===== src/rtl/qwt_pkg.sv =====
// ----------------------------------------------------------------------------
// qwt_pkg: shared types and codes of the quoted word tokenizer
// Holds the line-state record, the result record and the kind/status codes.
// ----------------------------------------------------------------------------
package qwt_pkg;

  localparam int RES_MAX = 3;

  localparam logic [1:0] KIND_BYTE = 2'd0;
  localparam logic [1:0] KIND_END  = 2'd1;
  localparam logic [1:0] KIND_DONE = 2'd2;

  localparam logic [1:0] STAT_OK        = 2'd0;
  localparam logic [1:0] STAT_TOO_MANY  = 2'd1;
  localparam logic [1:0] STAT_QUOTE     = 2'd2;
  localparam logic [1:0] STAT_BACKSLASH = 2'd3;

  typedef struct packed {
    logic       in_word;
    logic       single_quoted;
    logic       double_quoted;
    logic       escape_pending;
    logic       greater_pending;
    logic [6:0] tokens_done;
    logic [1:0] error_code;
  } line_state_t;

  typedef struct packed {
    logic [1:0] kind;
    logic [7:0] token_byte;
    logic [6:0] token_count;
    logic [1:0] status;
  } result_t;

  typedef result_t [RES_MAX-1:0] result_vec_t;

endpackage


===== src/rtl/qwt_step.sv =====
// ----------------------------------------------------------------------------
// qwt_step: next-state and result logic for one request
// Decides, for one line byte or end of line, the new line state and up to
// three results in order.
// ----------------------------------------------------------------------------
module qwt_step (
  input  qwt_pkg::line_state_t st,
  input  logic                 mode,
  input  logic [7:0]           c,
  input  logic [6:0]           limit,
  output qwt_pkg::line_state_t st_nxt,
  output qwt_pkg::result_vec_t res,
  output logic [1:0]           res_cnt
);
  import qwt_pkg::*;

  localparam logic [7:0] CH_LT = 8'h3C;
  localparam logic [7:0] CH_GT = 8'h3E;
  localparam logic [7:0] CH_DQ = 8'h22;
  localparam logic [7:0] CH_SQ = 8'h27;
  localparam logic [7:0] CH_BS = 8'h5C;

  function automatic result_t mk(input logic [1:0] kind, input logic [7:0] b,
                                 input logic [6:0] cnt, input logic [1:0] status);
    result_t r;
    r.kind        = kind;
    r.token_byte  = b;
    r.token_count = cnt;
    r.status      = status;
    return r;
  endfunction

  logic       blank;
  logic       is_lt;
  logic       is_gt;
  logic       fin;
  logic       wb;
  logic       q_s;
  logic       q_d;
  logic       quoted;
  logic [6:0] cnt;
  logic [1:0] n;
  logic [1:0] status;

  assign blank = (c == 8'd32) || (c >= 8'd9 && c <= 8'd13);
  assign is_lt = (c == CH_LT);
  assign is_gt = (c == CH_GT);

  always_comb begin
    st_nxt = st;
    res    = '0;
    n      = 2'd0;
    cnt    = st.tokens_done;
    fin    = 1'b0;
    wb     = 1'b0;
    q_s    = st.single_quoted;
    q_d    = st.double_quoted;
    quoted = st.single_quoted | st.double_quoted;
    status = st.error_code;
    if (mode) begin
      if (status == STAT_OK) begin
        if (st.escape_pending) begin
          status = STAT_BACKSLASH;
        end else if (st.in_word && quoted) begin
          status = STAT_QUOTE;
        end else if (st.in_word || st.greater_pending) begin
          cnt    = cnt + 7'd1;
          res[n] = mk(KIND_END, 8'd0, cnt, STAT_OK);
          n      = n + 2'd1;
        end
      end
      res[n] = mk(KIND_DONE, 8'd0, cnt, status);
      n      = n + 2'd1;
      st_nxt = '0;
    end else if (st.error_code == STAT_OK) begin
      // close a pending '>' token, or grow it into '>>'
      if (st.greater_pending) begin
        st_nxt.greater_pending = 1'b0;
        if (is_gt) begin
          res[n] = mk(KIND_BYTE, c, cnt, STAT_OK);
          n      = n + 2'd1;
          fin    = 1'b1;
        end
        cnt    = cnt + 7'd1;
        res[n] = mk(KIND_END, 8'd0, cnt, STAT_OK);
        n      = n + 2'd1;
      end
      if (!fin && st.escape_pending) begin
        st_nxt.escape_pending = 1'b0;
        res[n] = mk(KIND_BYTE, c, cnt, STAT_OK);
        n      = n + 2'd1;
        fin    = 1'b1;
      end
      if (!fin && st.in_word) begin
        if (!quoted && (blank || is_lt || is_gt)) begin
          st_nxt.in_word = 1'b0;
          cnt    = cnt + 7'd1;
          res[n] = mk(KIND_END, 8'd0, cnt, STAT_OK);
          n      = n + 2'd1;
          fin    = blank;
        end else begin
          wb  = 1'b1;
          fin = 1'b1;
        end
      end
      if (!fin && !blank) begin
        if (cnt >= limit) begin
          st_nxt.error_code = STAT_TOO_MANY;
        end else if (is_lt) begin
          res[n] = mk(KIND_BYTE, c, cnt, STAT_OK);
          n      = n + 2'd1;
          cnt    = cnt + 7'd1;
          res[n] = mk(KIND_END, 8'd0, cnt, STAT_OK);
          n      = n + 2'd1;
        end else if (is_gt) begin
          st_nxt.greater_pending = 1'b1;
          res[n] = mk(KIND_BYTE, c, cnt, STAT_OK);
          n      = n + 2'd1;
        end else begin
          // open a word with both quote flags clear
          st_nxt.in_word       = 1'b1;
          st_nxt.single_quoted = 1'b0;
          st_nxt.double_quoted = 1'b0;
          q_s = 1'b0;
          q_d = 1'b0;
          wb  = 1'b1;
        end
      end
      if (wb) begin
        if (!q_s && c == CH_DQ) begin
          st_nxt.double_quoted = ~q_d;
        end else if (!q_d && c == CH_SQ) begin
          st_nxt.single_quoted = ~q_s;
        end else if (!q_s && c == CH_BS) begin
          st_nxt.escape_pending = 1'b1;
        end else begin
          res[n] = mk(KIND_BYTE, c, cnt, STAT_OK);
          n      = n + 2'd1;
        end
      end
      st_nxt.tokens_done = cnt;
    end
    res_cnt = n;
  end

endmodule


===== src/rtl/quoted_word_tokenizer.sv =====
// ----------------------------------------------------------------------------
// quoted_word_tokenizer: shell-style word splitter with quotes
// Splits a byte stream of command lines into tokens and line-done records.
// ----------------------------------------------------------------------------
// Usage:
//   in_*   : one request per line byte (in_tuser = 0) or end of line
//            (in_tuser = 1); line byte in in_tdata.
//   out_*  : token bytes, token ends and one line-done record per line.
//            out_tuser is the kind, out_tlast marks the last result of a
//            request, out_tdata carries byte, token count and status.
//   cfg_*  : writes the token limit (7 bits); always ready, write while idle.
// Results are registered and appear in the cycle after a request is accepted.
// Throughput: one request per cycle while each makes at most one result and
//   out_tready is high; a request making more results holds the input until
//   its last is taken; the single output register drains one per ready cycle.
// Reset clears the line state and loads the limit with MAX_TOKENS (max 127).
// When the receiver stalls, results hold and the input stops once the
// last buffered result is not being taken.
// ----------------------------------------------------------------------------
module quoted_word_tokenizer #(
  parameter int MAX_TOKENS = 64
) (
  input  logic        clk,
  input  logic        rst_n,
  input  logic        in_tvalid,
  output logic        in_tready,
  input  logic [7:0]  in_tdata,   // [7:0] line_byte
  input  logic        in_tuser,   // [0] mode
  output logic        out_tvalid,
  input  logic        out_tready,
  output logic [23:0] out_tdata,  // [7:0] token_byte, [14:8] token_count,
                                  // [16:15] status, rest zero
  output logic [1:0]  out_tuser,  // [1:0] kind
  output logic        out_tlast,  // run_last
  input  logic        cfg_valid,
  output logic        cfg_ready,
  input  logic [6:0]  cfg_data    // [6:0] token_limit
);
  import qwt_pkg::*;

  localparam logic [6:0] LIMIT_RST = (MAX_TOKENS > 127) ? 7'd127 : 7'(MAX_TOKENS);

  line_state_t st_r, st_nxt;
  result_vec_t res_r, res_nxt;
  logic [1:0]  res_cnt;
  logic [1:0]  rem_r;
  logic [1:0]  idx_r;
  logic [6:0]  limit_r;
  logic [6:0]  limit_eff;
  logic        in_fire;
  logic        out_fire;
  result_t     cur;

  assign limit_eff = ({2'b00, limit_r} > 9'(MAX_TOKENS)) ? 7'(MAX_TOKENS) : limit_r;

  qwt_step u_step (
    .st      (st_r),
    .mode    (in_tuser),
    .c       (in_tdata),
    .limit   (limit_eff),
    .st_nxt  (st_nxt),
    .res     (res_nxt),
    .res_cnt (res_cnt)
  );

  assign cfg_ready  = 1'b1;
  assign in_tready  = (rem_r == 2'd0) || (rem_r == 2'd1 && out_tready);
  assign in_fire    = in_tvalid && in_tready;
  assign out_tvalid = (rem_r != 2'd0);
  assign out_fire   = out_tvalid && out_tready;

  assign cur       = res_r[idx_r];
  assign out_tuser = cur.kind;
  assign out_tdata = {7'd0, cur.status, cur.token_count, cur.token_byte};
  assign out_tlast = (rem_r == 2'd1);

  always_ff @(posedge clk) begin
    if (!rst_n) begin
      st_r    <= '0;
      rem_r   <= 2'd0;
      idx_r   <= 2'd0;
      limit_r <= LIMIT_RST;
    end else begin
      if (cfg_valid && cfg_ready) begin
        limit_r <= cfg_data;
      end
      if (in_fire) begin
        st_r  <= st_nxt;
        rem_r <= res_cnt;
        idx_r <= 2'd0;
      end else if (out_fire) begin
        rem_r <= rem_r - 2'd1;
        idx_r <= idx_r + 2'd1;
      end
    end
  end

  // result payload, loaded with each request
  always_ff @(posedge clk) begin
    if (in_fire) begin
      res_r <= res_nxt;
    end
  end

  a_drain_empty: assert property (@(posedge clk) disable iff (!rst_n)
    (out_fire && out_tlast && !in_fire) |=> !out_tvalid)
    else $error("output still valid after last result taken");

  a_done_last: assert property (@(posedge clk) disable iff (!rst_n)
    (out_tvalid && out_tuser == KIND_DONE) |-> out_tlast)
    else $error("line-done is not the last result of its request");

  a_line_clear: assert property (@(posedge clk) disable iff (!rst_n)
    (in_fire && in_tuser) |=> (st_r == '0 && out_tvalid))
    else $error("end of line did not clear state or give a result");

  a_hold_stall: assert property (@(posedge clk) disable iff (!rst_n)
    (out_tvalid && !out_tready) |=> (out_tvalid && $stable(out_tdata)))
    else $error("stalled result changed");

endmodule


===== config.mk =====
export PLATFORM = sky130hd
export DESIGN_NAME = quoted_word_tokenizer
export DESIGN_NICKNAME = d
export VERILOG_FILES = /design/src/rtl/qwt_pkg.sv /design/src/rtl/qwt_step.sv /design/src/rtl/quoted_word_tokenizer.sv
export SDC_FILE = /design/constraint.sdc
export NUM_CORES = 1
export LEC_CHECK = 0
export BUFFER_PORTS_ARGS = -buffer_cell sky130_fd_sc_hd__buf_2
export CORE_MARGIN = 2
export CORE_UTILIZATION = 40
export CTS_BUF_LIST = sky130_fd_sc_hd__clkbuf_4 sky130_fd_sc_hd__clkbuf_8
export DETAILED_ROUTE_END_ITERATION = 8
export GPL_ROUTABILITY_DRIVEN = 0
export SYNTH_ARGS = -nofsm -noshare
export SYNTH_HDL_FRONTEND = slang
export SYNTH_SLANG_ARGS = --single-unit

===== constraint.sdc =====
create_clock -name clk -period 13.2 [get_ports clk]
set_input_delay 2.64 -clock clk [delete_from_list [all_inputs] [get_ports clk]]
set_output_delay 2.64 -clock clk [all_outputs]
set_load 0.05 [all_outputs]

Word level (Yosys, flattened, before mapping)

Cells that the tools add are included.

$lt $le $gt $ge: 19
$add $sub $neg: 12
Shift operators: 0
Divide/modulo/power cells: 0
Reduce and logical (&&, ||, !) cells: 41
Equality and inequality tests: 7
Bitwise logic cells: 4
Mux-type cells: 161
Multipliers: 0

Operator list:

| cell                                                                             | count |
|---|---|
| 57-bit 2-to-1 mux                                                                | 22 |
| 57-bit bitwise mux                                                               | 7 |
| 19-bit 2-to-1 mux                                                                | 15 |
| 19-bit demux with 2-bit select                                                   | 7 |
| 7-bit 2-to-1 mux                                                                 | 18 |
| 2-bit 2-to-1 mux                                                                 | 37 |
| 1-bit 2-to-1 mux                                                                 | 45 |
| 8-bit by 6-bit equality test with 1-bit output, second input constant            | 5 |
| 19-bit binary-select mux with 2-bit select                                       | 1 |
| 14-bit 2-to-1 mux                                                                | 2 |
| 2-bit by 3-bit less-than comparator with 1-bit output, second input constant     | 8 |
| 7-bit by 1-bit adder with 7-bit output, second input constant                    | 3 |
| 1-bit logical AND                                                                | 19 |
| 18-bit 2-to-1 mux                                                                | 1 |
| 17-bit 2-to-1 mux                                                                | 1 |
| 2-bit by 1-bit adder with 2-bit output, second input constant                    | 8 |
| 3-bit 2-to-1 mux                                                                 | 5 |
| 2-bit by 1-bit >= comparator with 1-bit output, second input constant            | 7 |
| 2-bit nonzero test                                                               | 5 |
| 8-bit by 7-bit equality test with 1-bit output, second input constant            | 1 |
| 8-bit by 4-bit >= comparator with 1-bit output, second input constant            | 1 |
| 8-bit by 4-bit less-or-equal comparator with 1-bit output, second input constant | 1 |
| 7-bit >= comparator                                                              | 1 |
| 7-bit > comparator, second input constant                                        | 1 |
| 10 further kinds                                                                 | 23 |

Flip-flop bits (word level): 82
Word-level logic and storage cells: 266
Bits of input ports: 21
Bits in read-only memories: 0
Bits in latches: 0
Bits in writable memories: 0
Output and inout bits: 30
Memories: 0

Logic depth before layout (Yosys ltp)

Gate-level depths: netlist of the first run.

Word-level depth: 36
Depth in mapped cells: 21
Depth with buffers taken out: 18

Cells and area by module

A second synthesis of the first run with hierarchy kept.

Cell total of the unflattened synthesis: 801
Area total of the unflattened synthesis: 6607.6 µm²

Modules (own cells, without submodules):

| module                | area each (µm²) | cells an instance | seq. area each (µm²) | instances |
|---|---|---|---|---|
| qwt_step              | 3374.5          | 548               | 0.0                  | 1 |
| quoted_word_tokenizer | 3233.1          | 253               | 2212.1               | 1 |

Worst setup path after synthesis of the first run

OpenSTA, ideal clock, no wires.

Path type: input port to flip-flop
From: input port in_tdata[7]
To: register res_r[21] in the netlist's numbering (data pin)
Data required time: 12.932 ns
Setup slack: 6.470 ns
Stages on the path: 20
Path buffers: 4
Library setup time: 0.268 ns
Arrival time: 6.462 ns
Path through: and4bb_4 nand4b_4 and3_1 buf_6 nor2_1 xnor2_1 clkbuf_1 inv_1 ha_1 nor2b_1 nand3_1 a311oi_1 a311oi_2 a211o_1 buf_4 nor2_4 a31o_1 buf_4 and3_1 o31ai_2

RTL lines:

| element              | line                         | text |
|---|---|---|
| from (decl)          | quoted_word_tokenizer.sv:27  | `input logic [7:0] in_tdata,` |
| to (signal assigned) | quoted_word_tokenizer.sv:101 | `res_r <= res_nxt;` |
| to (decl)            | quoted_word_tokenizer.sv:44  | `result_vec_t res_r, res_nxt;` |

==> summary.txt, run 1 <==
Clocking
  – Clk root buf: clkbuf_8
  – TritonCTS clock tree: built
  – CTS H-Tree Depth: 3
  – Post-cts repair resize count: 0
  – Cts hold-fix bufs: 0
  – Max Root-Sink Buffers: 2
  – # clock sinks: 78
  – Inserted Clock Buffers: 9
  – Setup Fix Bufs, Post-CTS: 0
  – Clk_lat worst skew: 390 ps
  – Worst-path clk slew: 90 ps

Flow run
  – Max-cap violations: 0

Floorplan
  – # IOs: 51
  – Die ar.: 16000 um2
  – Starting Density: 41.1%
  – Core area: 14600 um2
  – DIE WIDTH: 127 um
  – Die span in y: 127 um
  – Num rows: 44

Synth
  – Async SR Flop Fraction: 0%
  – Seq cells post-synth: 78
  – Synth unique cells: 73
  – Yosys warnings: 0
  – Post-synth EDFFs: 54
  – Area contributors post-synth: edfxtp_1 27%, dfxtp_1 8.0%, nand2_1 6.0%
  – Syn avg cell area: 8.35 um2
  – Register area share after synthesis: 34.9%
  – Area leader, netlist: edfxtp_1
  – Cell Area, Synth: 6020 um2
  – Yosys top cell area share: 26.9%
  – Mapped Cells: 721
  – Most common flop cell mapped by yosys: edfxtp_1

STA
  – RSZ-0062 raised after global routing: false
  – Slew Limit Fails: 0
  – Max_slew headroom: 24.7%
  – Worst slew pin tran: 1130 ps
  – Final TNS setup: 0 ps
  – Fmax: 0.128 GHz
  – Final setup skew: 18.0 ps
  – Final-report setup violation count: 0
  – Fin crit period: 7790 ps
  – Hold_ws: 548 ps
  – Final period util: 59.0%
  – Final hold vios: 0

GRT
  – Number of global-route vias before repair: 5305
  – Largest net degree at the start of global routing: 58
  – Antenna violations before repair: 0
  – GRT Resource Usage Total: 22.3%
  – Global-route wire length before repair: 28400 um
  – Total congestion overflow: 0

Layout
  – FILL cells: 1466
  – Diode count: 0
  – Reg area: 2100 um2
  – Final Non-Filler Cells: 929
  – Layout cells sized above 1: 12.2%
  – Area occupied by multi-input gates: 3630 um2
  – P&R area growth vs syn: 7.80%
  – Final #Nets: 777

Setup path
  – Critical path arrival: 8010 ps
  – CP Data Required Time: 13420 ps
  – Crit-path max FO: 18
  – Worst setup SP type: input port
  – Critical Path Sink Type: flop
  – Crit Path Category: in -> reg

Worst hold path
  – Hold Crit Class: reg -> reg

Power
  – Leak pwr: 2.24 nW
  – Pwr dens: 125 nW/um2
  – Max rail drop VDD: 0.0000750 V
  – Power consumption: 813 uW

Route
  – DRT Pass-1 Iters: 5
  – Total routed wirelength: 17600 um
  – Starting DRT DRC Count: 549
  – Routed wire length per instance: 18.9 um
  – DR vias: 5509
  – Antenna Nets Post-Route: 0
  – Vias per inst: 5.93
  – DRC viols: 0

Outcome
  – Outcome: completed

Place
  – DP Wirelength: 13100 um
  – PortBufs: 42
  – Placed cell count: 913
## path summary, 6_finish.rpt
check                               start  slack [ps]                       to  depth (start not counted)
setup / recovery              in_tdata[1]        5410      res_r[25]$_DFFE_PP_                         17
hold / removal    limit_r[5]$_SDFFE_PN0P_         550  limit_r[5]$_SDFFE_PN0P_                          2
setup reg to reg     st_r[9]$_SDFFE_PN0P_        7150      res_r[25]$_DFFE_PP_                         15
hold reg to reg   limit_r[5]$_SDFFE_PN0P_         550  limit_r[5]$_SDFFE_PN0P_                          2
## layer usage
layer,global-route usage (%),routed length [um],vias up
li1,-,-,2643
met1,30.8,7990,2613
met2,35.3,8000,226
met3,3.92,1250,27
met4,8.21,321,0
met5,0,0,-
## area by class of cell
type	count	share of cell area (%)
clock buffers	9	1.91
clock inverters	7	0.984
inverters	23	1.33
multi-input cells	580	55.9
flip-flops and latches	78	32.4
well taps	184	3.55
repair buffers	48	3.93
## power breakdown
group	switching [mW]	internal [mW]	leakage [nW]	total [mW]
Sequential	0.0147	0.318	0.729	0.332
Clock	0.111	0.0726	0.0903	0.184
Combinational	0.226	0.0707	1.42	0.297
## layout by cell type, fill, tap and decap left out, types with 5 or more instances in the layout
cell type / Yosys / layout
a31oi_1: 7 / 7
clkbuf_8: 0 / 9
o21ai_0: 54 / 54
mux2i_1: 26 / 26
xor2_1: 13 / 13
or2_2: 5 / 5
nor3_1: 15 / 15
xnor2_1: 27 / 27
o22ai_1: 13 / 13
o221ai_1: 17 / 17
nand2_1: 96 / 96
conb_1: 2 / 13
inv_1: 22 / 21
nor2_1: 61 / 61
dfxtp_1: 24 / 24
nand4_1: 5 / 5
buf_4: 10 / 6
edfxtp_1: 54 / 54
o211ai_1: 11 / 11
ha_1: 16 / 16
nand3_1: 27 / 27
and3_1: 12 / 12
buf_2: 7 / 42
nand2b_1: 7 / 7
a21oi_1: 45 / 45
nor2b_1: 17 / 17
and2_1: 19 / 19
## kinds of logic (layout without fill, tap and decap cells)
kind of cell	Yosys count	count (layout)	share of synthesized area [%]
DFF	78	78	34.9
and+or+nand+nor	291	291	24.5
muxes	27	27	4.51
other	2	13	0.125
AOI/OAI and AO/OA	192	192	21.0
buffers and inverters	74	87	5.51
xor gates and xnor gates	41	41	6.09
adders and majority gates	16	16	3.33
## state kept, by name (all words and copies together), names as in the netlist
| signal | count |
|---|---|
| idx_r | 2 |
| st_r | 13 |
| limit_r | 7 |
| res_r | 54 |
| rem_r | 2 |
## synthesized netlist by cell type (all sizes together), types with 11 or more instances
cell     n
clkbuf  28
o21ai   58
edfxtp  54
buf     23
inv     22
and3    12
ha      16
nor2b   17
xor2    13
nand2   97
nor2    62
nor3    16
xnor2   28
o211ai  11
mux2i   26
nand3   29
dfxtp   24
a21oi   46
and2    19
o22ai   13
o221ai  18
## worst max-delay path, cell delays in order
cell and delay (ps):
buf_2 290, and4b_1 260, nand3_1 410, nand2_2 340, nor2_1 200, xnor2_1 790
inv_1 120, ha_1 320, nor2b_1 150, nand3_1 90, a311oi_1 410, a311oi_2 160
a211o_1 590, nor2_4 250, a31o_1 460, nand3_2 240, o221ai_1 260
## through the flow
stage,utilization [%],instance area [um2],worst slack [ps]
floorplan,-,6060,6470
global placement,43.0,6300,5290
detailed placement,43.0,6300,5130
CTS,44.3,6490,5540
global route,44.3,6490,4970
finish,44.3,6490,5410
No activity file was read; power rests on OpenSTA's default activity.
==> run 2: changes to the inputs <==
==> constraint.sdc (replaced) <==
create_clock -name clk -period 6.4 [get_ports clk]
set_input_delay 1.28 -clock clk [delete_from_list [all_inputs] [get_ports clk]]
set_output_delay 1.28 -clock clk [all_outputs]
set_load 0.05 [all_outputs]
==> run 2 against run 1 <==
  * Non-clock buffer count increased by 7
  * Setup slack got worse by 4800 ps
  * Combinational power increased by 110%
  * Register-to-register slack got worse by 6400 ps
  * Die area unchanged
  * Global-route usage decreased by 0.22 points
  * Hold slack improved by 7.4 ps
  * First-iteration DRC count increased by 11%
  * Largest cell class unchanged
  * Sequential power increased by 110%
  * Core utilization increased by 0.28 points
  * Final area increased by 0.64%
  * Final cell count increased by 0.75%
==> summary.txt, run 2 (same netlist as run 1, synthesis figures left out) <==
STA
  – Final period util: 90.5%
  – RSZ-0062 raised after global routing: false
  – Fmax: 0.173 GHz
  – Slew Limit Fails: 0
  – Max_slew headroom: 26.3%
  – Final setup skew: 9.50 ps
  – Worst slew pin tran: 1100 ps
  – Final hold vios: 0
  – Fin crit period: 5790 ps
  – Slack of the critical path: 610 ps
  – Final TNS setup: 0 ps
  – Final-report setup violation count: 0

Clocking
  – Clk root buf: clkbuf_8
  – Cts hold-fix bufs: 0
  – Setup Fix Bufs, Post-CTS: 0
  – Clk_lat worst skew: 390 ps
  – # clock sinks: 78
  – Inserted Clock Buffers: 9
  – Worst-path clk slew: 90 ps
  – Post-cts repair resize count: 0
  – CTS H-Tree Depth: 3
  – TritonCTS clock tree: built
  – Max Root-Sink Buffers: 2

Floorplan
  – Starting Density: 41.1%
  – Num rows: 44
  – DIE WIDTH: 127 um
  – Die ar.: 16000 um2
  – # IOs: 51
  – Core area: 14600 um2
  – Die span in y: 127 um

Worst hold path
  – Worst hold path endpoint: limit_r[0]$_SDFFE_PN0P_
  – Hold Startpoint: limit_r[0]$_SDFFE_PN0P_
  – Number of cells on the worst hold path: 2
  – Hold Crit Class: reg -> reg

GRT
  – Antenna violations before repair: 0
  – Largest net degree at the start of global routing: 60
  – GRT Resource Usage Total: 22.1%
  – Total congestion overflow: 0
  – Number of global-route vias before repair: 5418
  – Global-route wire length before repair: 28200 um

Layout
  – Diode count: 0
  – Most flop-heavy register: res_r
  – Finished Core Util: 44.6%
  – Most frequent cells in the layout: 96 x nand2_1, 61 x nor2_1, 54 x o21ai_0, 54 x edfxtp_1, 45 x a21oi_1
  – Post-layout instance area: 6530 um2
  – Most common cell after layout, fill and taps aside: nand2_1
  – Layout cells sized above 1: 13.0%
  – Biggest regs: res_r (54), st_r (13), limit_r (7)
  – Final #Nets: 784
  – Max reg flops: 54
  – P&R area growth vs syn: 8.48%

Setup path
  – Worst setup SP type: input port
  – Slowest stage cell, crit path: xor2_1
  – Crit-path max FO: 10
  – Reg2Reg Depth: 20
  – Cell breakdown of the critical path: buf_2 -> and4bb_4 -> nand4b_4 -> and3_1 -> nor2_1 -> nand2_1 -> xor2_1 -> ha_1 -> nor2_1 -> o311ai_4 -> o221ai_2 -> a311oi_2 -> a211o_1 -> buf_4 -> nor2_1 -> buf_4 -> o21a_1 -> a311oi_1 -> o221ai_1
  – CP max stage delay: 540 ps
  – Critical Path Sink Type: flop
  – Flop-to-flop setup slack: 740 ps
  – CP most frequent cell: nor2_1
  – RR Endpoint: res_r[3]$_DFFE_PP_
  – CP Data Required Time: 6520 ps
  – Critical path arrival: 5910 ps
  – FF-to-FF Start: st_r[2]$_SDFFE_PN0P_
  – Crit Path Category: in -> reg

Route
  – DRC viols: 0
  – Met2 wire length: 8040 um
  – Antenna Nets Post-Route: 0
  – Routed wire length per instance: 18.9 um
  – Starting DRT DRC Count: 610
  – M1 WL: 7840 um
  – Total routed wirelength: 17700 um
  – Top Layer Used: met4
  – Met3 WL: 1450 um
  – Vias per inst: 6.09
  – DR vias: 5699
  – DRT Pass-1 Iters: 5

Power
  – Power consumption: 1.65 mW
  – Max rail drop VDD: 0.000119 V
  – Leak pwr: 2.28 nW
  – Pwr dens: 253 nW/um2

Outcome
  – Outcome: completed

Place
  – DP Wirelength: 13100 um
  – PortBufs: 42
  – DP Area: 6350 um2
  – Place WS: 397 ps

Flow run
  – Max-cap violations: 0
[run 2: cell types whose count changed in the layout (fill, tap and decap cells not counted)]
cell | before | now
clkinv_2 | 0 | 2
clkbuf_4 | 0 | 1
inv_8 | 2 | 0
clkinv_4 | 1 | 2
buf_4 | 6 | 13
clkinvlp_4 | 2 | 0
[run 2: worst max-delay path by stage]
stage           startpoint                       to  slack, ps  cells after the start
2_1_floorplan  in_tdata[7]      res_r[21]$_DFFE_PP_       1030                     20
3_3_place_gp   in_tdata[7]  res_r[10]$_SDFFCE_PP0P_        500                     17
3_5_place_dp   in_tdata[7]  res_r[11]$_SDFFCE_PP0P_        400                     17
4_1_cts        in_tdata[7]  res_r[11]$_SDFFCE_PP0P_        790                     17
5_1_grt        in_tdata[7]  res_r[10]$_SDFFCE_PP0P_        420                     17
6_report       in_tdata[7]       res_r[3]$_DFFE_PP_        610                     19
[run 2: worst max-delay path: cells and delay by family]
kind | cells | cell delay (ps)
AOI/OAI and AO/OA | 7 | 1670
and+or+nand+nor | 7 | 1510
buffers and inverters | 3 | 540
xor gates and xnor gates | 1 | 540
adders and majority gates | 1 | 340
[run 2: final cells by class]
cell class / instances / area [um2]
Fill cell: 1474 / 8120
Multi-Input combinational cell: 580 / 3630
Sequential cell: 78 / 2100
Timing Repair Buffer: 55 / 308
Tap cell: 184 / 230
Clock buffer: 10 / 131
Inverter: 23 / 86.3
Clock inverter: 6 / 45.0
[run 2: where the power goes]
group | switching (mW) | total (mW) | internal [mW]
clock | 0.208 | 0.356 | 0.148
sequential | 0.0287 | 0.684 | 0.655
combinational | 0.465 | 0.613 | 0.148
[run 2: through the flow]
step,hold slack [ps],cells
6_report,556,936
5_1_grt,587,936
4_1_cts,555,936
3_5_place_dp,537,920
3_3_place_gp,517,920
2_1_floorplan,495,732
[run 2: per-layer routing]
layer | global-route usage (%) | up-vias
met1 | 30.5 | 2709
met4 | 8.47 | 0
met3 | 3.42 | 38
li1 | - | 2657
met2 | 35.1 | 295
met5 | 0 | -
==> run 3: changes to the inputs <==
==> constraint.sdc (replaced) <==
create_clock -name clk -period 6.4 [get_ports clk]
set_input_delay 0.64 -clock clk [delete_from_list [all_inputs] [get_ports clk]]
set_output_delay 0.64 -clock clk [all_outputs]
set_load 0.05 [all_outputs]
==> run 3 against run 2 <==
  * Power down 0.13%
  * Final area down 0.46%
  * Routed wire length up 0.16%
  * Fmax down 0.91%
  * Setup slack worse by 53 ps
  * Sequential share of layout area up 0.15 points
  * Hold slack worse by 79 ps
  * Clock power about the same
  * Count of clock-buffer cells in the layout unchanged
  * Sequential power about the same
  * First-iteration DRC count up 39%
  * Sequential cell count unchanged
  * Critical endpoint is now res_r[28]$_SDFFCE_PP0P_
==> summary.txt, run 3 (same netlist as run 1, synthesis figures left out) <==
STA
  – Hold_ws: 477 ps
  – Fin crit period: 5840 ps
  – RSZ-0062 raised after global routing: false
  – Final hold vios: 0
  – Max_slew headroom: 27.3%
  – Final period util: 91.3%
  – Slack of the critical path: 557 ps
  – Final-report setup violation count: 0
  – Final setup skew: 11.8 ps
  – Slew Limit Fails: 0
  – Worst slew pin tran: 1090 ps
  – Fmax: 0.171 GHz
  – Final TNS setup: 0 ps

GRT
  – Global-route wire length before repair: 28600 um
  – Number of global-route vias before repair: 5345
  – Total congestion overflow: 0
  – Largest net degree at the start of global routing: 55
  – GRT Resource Usage Total: 22.4%
  – Antenna violations before repair: 0

Power
  – Clock power share: 21.5%
  – Sequential share of power: 41.4%
  – Net switching fraction of the power: 42.5%
  – Combinational power share: 37.1%
  – Pwr dens: 254 nW/um2
  – Leak pwr: 2.26 nW
  – P_int: 948 uW
  – Power consumption: 1.65 mW
  – Max rail drop VDD: 0.000154 V
  – Sw Pwr: 701 uW

Route
  – DRT Pass-1 Iters: 5
  – Total routed wirelength: 17800 um
  – Antenna Nets Post-Route: 0
  – Starting DRT DRC Count: 847
  – Vias per inst: 6.02
  – DRC viols: 0
  – Routed wire length per instance: 19.0 um
  – DR vias: 5608

Layout
  – Post-layout instance area: 6500 um2
  – Most flop-heavy register: res_r
  – P&R area growth vs syn: 7.98%
  – Diode count: 0
  – Biggest regs: res_r (54), st_r (13), limit_r (7)
  – Most common cell after layout, fill and taps aside: nand2_1
  – Final #Nets: 780
  – Max reg flops: 54
  – Most frequent cells in the layout: 96 x nand2_1, 61 x nor2_1, 54 x o21ai_0, 54 x edfxtp_1, 45 x a21oi_1
  – Layout cells sized above 1: 12.6%

Setup path
  – Critical Path Sink Type: flop
  – Worst path top cell family by delay: compound AO/OA/AOI/OAI gates
  – Critical path arrival: 5980 ps
  – Crit Path Category: reg -> reg
  – Cell breakdown of the critical path: ha_1 -> inv_1 -> ha_1 -> nand3_1 -> nor3_1 -> nand2_1 -> xor2_1 -> ha_1 -> nor2_1 -> o311ai_4 -> o221ai_2 -> a311oi_2 -> a211o_1 -> nor2_4 -> a31o_1 -> a221oi_4 -> nor2_1
  – Worst setup SP type: flop
  – CP most frequent cell: ha_1
  – Crit-path max FO: 18
  – CP Data Required Time: 6530 ps
  – Slowest stage cell, crit path: dfxtp_1
  – WP buf/inv: 1
  – FF-to-FF Start: st_r[9]$_SDFFE_PN0P_
  – CP max stage delay: 680 ps
  – Crit path from: st_r[9]$_SDFFE_PN0P_

Floorplan
  – # IOs: 51
  – Core area: 14600 um2
  – DIE WIDTH: 127 um
  – Die span in y: 127 um
  – Num rows: 44
  – Die ar.: 16000 um2
  – Starting Density: 41.1%

Clocking
  – Worst-path clk slew: 90 ps
  – Max Root-Sink Buffers: 2
  – Inserted Clock Buffers: 9
  – Cts hold-fix bufs: 0
  – # clock sinks: 78
  – TritonCTS clock tree: built
  – Post-cts repair resize count: 0
  – CTS H-Tree Depth: 3
  – Setup Fix Bufs, Post-CTS: 0
  – Clk_lat worst skew: 390 ps
  – Clk root buf: clkbuf_8

Place
  – DP Area: 6320 um2
  – DP Wirelength: 13200 um
  – Place WS: 427 ps
  – PortBufs: 42

Worst hold path
  – Hold Startpoint: cfg_data[6]
  – Hold Crit Class: in -> reg

Flow run
  – Max-cap violations: 0

Outcome
  – Outcome: completed
## run 3: cell types whose count changed in the layout (fill, tap and decap cells not counted), sizes merged
cell / previous run / this run
buf: 55 / 51
## run 3: tightest hold or removal path, cell delays in order
cell,delay [ps]
buf_2,70
nand2_1,40
o211ai_1,60
## run 3: power by group through the flow
stage / combinational (mW) / clock [mW] / sequential, mW
after CTS: 0.614 / 0.363 / 0.684
after floorplan: 0.471 / 0 / 0.689
after global routing: 0.657 / 0.385 / 0.694
after global placement: 0.608 / 0 / 0.693
final: 0.613 / 0.354 / 0.683
after detailed placement: 0.612 / 0 / 0.696
## run 3: worst paths after layout
kind | depth (start not counted) | slack (ps) | end
worst min-delay path | 3 | 480 | limit_r[6]$_SDFFE_PN1P_
worst max register to register | 17 | 560 | res_r[28]$_SDFFCE_PP0P_
worst max-delay path | 17 | 560 | res_r[28]$_SDFFCE_PP0P_
worst min register to register | 2 | 540 | limit_r[0]$_SDFFE_PN0P_
## run 3: per-stage QoR
step / util, % / instances
CTS: 44.4 / 932
floorplan: - / 732
global placement: 43.2 / 916
detailed placement: 43.2 / 916
global route: 44.4 / 932
finish: 44.4 / 932
## run 3: area by class of cell
type                    count  area (um2)
flip-flops and latches     78        2100
clock inverters             6        45.0
inverters                  23        86.3
well taps                 184         230
fillers                  1468        8150
repair buffers             51         278
multi-input cells         580        3630
clock buffers              10         131
## run 3: routing by layer
metal | up-vias | track usage, % | share of wire (%)
met4 | 0 | 8.02 | 2.6
met1 | 2612 | 30.8 | 44
met3 | 46 | 5.82 | 8.6
met5 | - | 0 | 0
met2 | 304 | 34.3 | 44
li1 | 2646 | - | -
